**src/rtl/kwm_pkg.sv**
```systemverilog
// ----------------------------------------------------------------------------
// kwm_pkg
// Shared sizes, payload types and codes for the k-way merge engine.
// ----------------------------------------------------------------------------
package kwm_pkg;

    // Sizes of the merge engine.
    localparam int MAX_LISTS  = 8;
    localparam int LIST_DEPTH = 64;

    // Fixed widths of the request and result fields.
    localparam int VALUE_W    = 32;
    localparam int LIST_IDX_W = 3;
    localparam int CFG_W      = 4;

    // Derived widths.
    localparam int LIST_W     = (MAX_LISTS > 1) ? $clog2(MAX_LISTS) : 1;
    localparam int PTR_W      = $clog2(2 * LIST_DEPTH);
    localparam int ADDR_W     = $clog2(MAX_LISTS * LIST_DEPTH);
    localparam int NUM_W      = $clog2(MAX_LISTS + 1);

    // Reset value of the lists-in-use register.
    localparam logic [CFG_W-1:0] CFG_RESET = CFG_W'(8);

    typedef enum logic
    {
        MODE_PUSH = 1'b0,
        MODE_POP  = 1'b1
    } mode_t;

    typedef enum logic [1:0]
    {
        STAT_OK        = 2'd0,
        STAT_FULL      = 2'd1,
        STAT_BAD_INDEX = 2'd2,
        STAT_EMPTY     = 2'd3
    } status_t;

    typedef enum logic
    {
        S_IDLE   = 1'b0,
        S_REFILL = 1'b1
    } state_t;

    // One request.
    typedef struct packed
    {
        mode_t                     mode;
        logic [LIST_IDX_W-1:0]     list_index;
        logic signed [VALUE_W-1:0] value;
    } item_t;

    // One result.
    typedef struct packed
    {
        logic signed [VALUE_W-1:0] out_value;
        logic [LIST_IDX_W-1:0]     out_list;
        status_t                   status;
    } result_t;

    // Outcome of the head comparison.
    typedef struct packed
    {
        logic                      found;
        logic [LIST_W-1:0]         idx;
        logic signed [VALUE_W-1:0] val;
    } cand_t;

    // Pointer advance, counting modulo twice the list depth.
    function automatic logic [PTR_W-1:0] ptr_next(input logic [PTR_W-1:0] p);
        return (p == PTR_W'(2 * LIST_DEPTH - 1)) ? '0 : p + PTR_W'(1);
    endfunction

    // Fill level of a list from its two pointers.
    function automatic logic [PTR_W-1:0] ptr_fill(input logic [PTR_W-1:0] wr,
                                                  input logic [PTR_W-1:0] rd);
        return (wr >= rd) ? wr - rd : PTR_W'(int'(wr) + 2 * LIST_DEPTH - int'(rd));
    endfunction

    // Store address of a pointer within a list.
    function automatic logic [ADDR_W-1:0] slot_addr(input logic [LIST_W-1:0] k,
                                                    input logic [PTR_W-1:0] p);
        logic [PTR_W-1:0] off;
        off = (p >= PTR_W'(LIST_DEPTH)) ? p - PTR_W'(LIST_DEPTH) : p;
        return ADDR_W'(int'(k) * LIST_DEPTH + int'(off));
    endfunction

endpackage

```
**src/rtl/kwm_min_tree.sv**
```systemverilog
// ----------------------------------------------------------------------------
// kwm_min_tree
// Tournament over the list heads: smallest eligible head, lowest index on ties.
// ----------------------------------------------------------------------------
module kwm_min_tree
    import kwm_pkg::*;
(
    input  logic signed [VALUE_W-1:0] heads [MAX_LISTS],
    input  logic [MAX_LISTS-1:0]      eligible,
    output cand_t                     winner
);

    localparam int LEAVES = 2 ** LIST_W;

    cand_t lvl [LIST_W+1][LEAVES];

    // Each level halves the field; the left entry wins unless the right is
    // strictly smaller, which keeps the lowest list index on equal values.
    always_comb
    begin
        for (int l = 0; l <= LIST_W; l++)
        begin
            for (int i = 0; i < LEAVES; i++)
            begin
                lvl[l][i] = '0;
            end
        end
        for (int i = 0; i < LEAVES; i++)
        begin
            if (i < MAX_LISTS)
            begin
                lvl[0][i].found = eligible[i];
                lvl[0][i].idx   = LIST_W'(i);
                lvl[0][i].val   = heads[i];
            end
        end
        for (int l = 0; l < LIST_W; l++)
        begin
            for (int j = 0; j < (LEAVES >> (l + 1)); j++)
            begin
                if (lvl[l][2*j+1].found &&
                    (!lvl[l][2*j].found || (lvl[l][2*j+1].val < lvl[l][2*j].val)))
                begin
                    lvl[l+1][j] = lvl[l][2*j+1];
                end
                else
                begin
                    lvl[l+1][j] = lvl[l][2*j];
                end
            end
        end
    end

    assign winner = lvl[LIST_W][0];

endmodule

```
**config.mk**
```make
export PLATFORM = sky130hd
export DESIGN_NAME = kwm_min_tree
export DESIGN_NICKNAME = d
export VERILOG_FILES = /design/src/rtl/kwm_pkg.sv /design/src/rtl/kwm_min_tree.sv
export SDC_FILE = /design/constraint.sdc
export NUM_CORES = 1
export LEC_CHECK = 0
export ABC_AREA = 1
export ABC_CLOCK_PERIOD_IN_PS = 19900
export BUFFER_PORTS_ARGS = -buffer_cell sky130_fd_sc_hd__buf_4
export CAP_MARGIN = 25
export CORE_MARGIN = 10
export CORE_UTILIZATION = 57
export DETAILED_ROUTE_END_ITERATION = 12
export GPL_ROUTABILITY_DRIVEN = 0
export PLACE_DENSITY = 0.91
export SYNTH_ARGS = -nofsm -noshare
export SYNTH_HDL_FRONTEND = slang
export SYNTH_SLANG_ARGS = --single-unit
```
**constraint.sdc**
```tcl
create_clock -name vclk -period 19.9
set_clock_uncertainty 0.1 [all_clocks]
set_input_delay 1.99 -clock vclk [all_inputs]
set_output_delay 1.99 -clock vclk [all_outputs]
set_load 0.005 [all_outputs]
```
==> impl_metrics.py <==
metrics = {
    "critical_path": {
        "crit_path_frequent_cell": "nand2_1",
        "slowest_delay_ns": 0.56,
        "path_max_fanout": 43,
        "worst_path_max_delay_cell": "clkinv_1",
        "worstSetupPathType": "in -> out",
        "cp-end-kind": "primary output",
        "required_ns": 17.81,
        "cp-start-kind": "primary input",
        "arrival_ns": 9.69,
    },
    "run_status": {
        "outcome": "finished, final reports clean",
    },
    "sta": {
        "period_share_pct": 59.2,
        "worstMarginPinSlew_ns": 1.02,
        "setup_violations": 0,
        "drv_slew": 0,
        "slew_headroom_pct": 31.5,
        "max_freq_ghz": 0.0849,
        "rsz0062_at_grt": "false",
        "fin_tns_setup_ns": 0,
        "hold_viol_final": 0,
        "fin_crit_ns": 11.78,
    },
    "finish": {
        "drive_gt1_share_pct": 19.2,
        "seq_cells": 0,
        "nNetsFinal": 2152,
        "seqCellArea_um2": 0,
        "diodes": 0,
        "area_delta_synth_final_pct": 29.0,
        "post-route-util_pct": 74.6,
        "fill_cells": 1178,
        "num-clock-buffers": 0,
    },
    "synth": {
        "yosysTopAreaCell": "ha_1",
        "syn_area_um2": 7960,
        "avgSynthCellArea_um2": 5.64,
        "postSynthCellCount": 1411,
        "yosys.area.top_type_share_pct": 34.1,
        "syn_nets": 1892,
        "yosys_warnings": 0,
        "ys_top_cells_by_area": "ha_1 (34%), nand2_1 (20%), o21ai_0 (11%), inv_1 (9.9%), a21oi_1 (8.3%)",
        "ys_seq_area_share_pct": 0,
        "yosysUniqueCellTypes": 37,
    },
    "pwr": {
        "p_sw_w": 0.000330,
        "seqPwrFrac_pct": 0,
        "internal-power_w": 0.000236,
        "power_density_nw_per_um2": 55.2,
        "p_leak_nw": 6.16,
        "comb_power_share_pct": 100.0,
        "switching_share_pct": 58.3,
        "p_clk_share_pct": 0,
        "ir_drop_uv": 76.5,
    },
    "drt": {
        "drt_iter0_drc": 874,
        "routed_wl_um": 27900,
        "drc": 0,
        "antenna_left": 0,
        "vias": 10100,
        "routedWlPerCell_um": 15.1,
        "drtPass1Iterations": 6,
        "avgViaCountPerCell": 5.44,
    },
    "clock_network": {
        "ctsResizeCount": 0,
        "postCtsSetupBuffers": 0,
        "holdBufCountCts": 0,
    },
    "die": {
        "coreArea_um2": 13800,
        "ios": 300,
        "die-area_um2": 19100,
        "placementRows": 43,
        "fp.dieW_um": 138,
        "fp.dieH_um": 138,
        "start_util_pct": 57.8,
    },
    "global_route": {
        "antenna_found_initial": 0,
        "grt_pass1_wl_um": 44800,
        "gr-usage-all-layers_pct": 27.0,
        "grt-ovfl-total": 0,
        "grt_max_degree": 67,
        "grt_pass1_vias": 9856,
    },
    "hold_path": {
        "hold_class": "in -> out",
        "holdPathStages": 6,
    },
    "placed_design": {
        "dp_hpwl_um": 24900,
        "port_buffers": 300,
    },
    "flow_run": {
        "max_cap_viol_count": 0,
    },
}
## stage by stage
stage / std cells / setup WS (ns) / total power [W] / hold slack [ns] / area [µm²]
final: 1849 / 8.12 / 0.000567 / 4.37 / 10300
after CTS: 1848 / 8.21 / 0.000560 / 4.36 / 10300
after global routing: 1849 / 7.25 / 0.000639 / 4.42 / 10300
after detailed placement: 1848 / 8.24 / 0.000557 / 4.36 / 10300
after floorplan: 1411 / 10.66 / 0.000352 / 4.09 / 7960
after global placement: 1848 / 8.34 / 0.000541 / 4.36 / 10300
## final timing paths
kind   startpoint    endpoint  slack, ns
max     heads[31]   winner[2]       8.12
min   eligible[0]  winner[35]       4.37
## worst max-delay path: cells and delay by family
kind	cells	cell delay, ns
buffers and inverters	7	2.15
adder cells (fa/ha/maj)	3	1.01
AO/OA/AOI/OAI	9	1.97
AND/OR/NAND/NOR	21	2.53
## power by group through the flow
| stage | Combinational [W] | Clock [W] | Sequential, W |
|---|---|---|---|
| floorplan | 0.000352 | 0 | 0 |
| global placement | 0.000541 | 0 | 0 |
| detailed placement | 0.000557 | 0 | 0 |
| CTS | 0.000560 | 0 | 0 |
| global route | 0.000639 | 0 | 0 |
| finish | 0.000567 | 0 | 0 |
## routing by layer
| metal | vias up | global-route usage [%] | wire length (µm) |
|---|---|---|---|
| li1 | 5221 | - | - |
| met1 | 4314 | 31.1 | 11300 |
| met2 | 440 | 48.6 | 13300 |
| met3 | 88 | 3.49 | 2070 |
| met4 | 0 | 11.2 | 1300 |
| met5 | - | 0 | 0 |
## cells in the mapped netlist (all sizes together)
cell type / instances
or2: 1
o221a: 2
nor2: 67
a21oi: 132
nand2: 429
clkinv: 2
nor3b: 2
inv: 212
a21o: 2
ha: 217
clkbuf: 34
o21a: 3
and3: 1
nand3: 64
a211oi: 8
a221oi: 1
nor4b: 1
nand3b: 3
nor4: 2
buf: 13
o221ai: 4
nor3: 12
nand4: 16
a2111oi: 1
o21ai: 178
a31oi: 1
o211ai: 3
## final cells by class
| cell class | count | area, µm² | share of cell area, % |
|---|---|---|---|
| inverters | 214 | 803 | 7.82 |
| multi-input cells | 1150 | 6940 | 67.6 |
| well taps | 180 | 225 | 2.19 |
| repair buffers | 305 | 2300 | 22.4 |
## cell families after synthesis
group,share of synthesized area [%]
simple gates,31.0
compound gates,22.0
fa+ha+maj,34.1
buf+inv,12.9
## layout by cell type, fill, tap and decap left out, types with 3 or more instances in the layout
| cell | netlist | routed |
|---|---|---|
| nand3_1 | 61 | 61 |
| o21ai_0 | 176 | 176 |
| a211oi_1 | 8 | 8 |
| nand2_2 | 3 | 4 |
| inv_2 | 3 | 3 |
| o221ai_1 | 4 | 4 |
| nand3b_1 | 3 | 3 |
| nand4_1 | 16 | 16 |
| nor3_1 | 12 | 12 |
| nand2_1 | 425 | 424 |
| ha_1 | 217 | 217 |
| inv_1 | 209 | 209 |
| o211ai_1 | 3 | 3 |
| a21oi_1 | 132 | 132 |
| nor2_1 | 67 | 67 |
| buf_4 | 3 | 304 |
| o21a_1 | 3 | 3 |
Note: power is estimated with default switching activity, not from simulation.
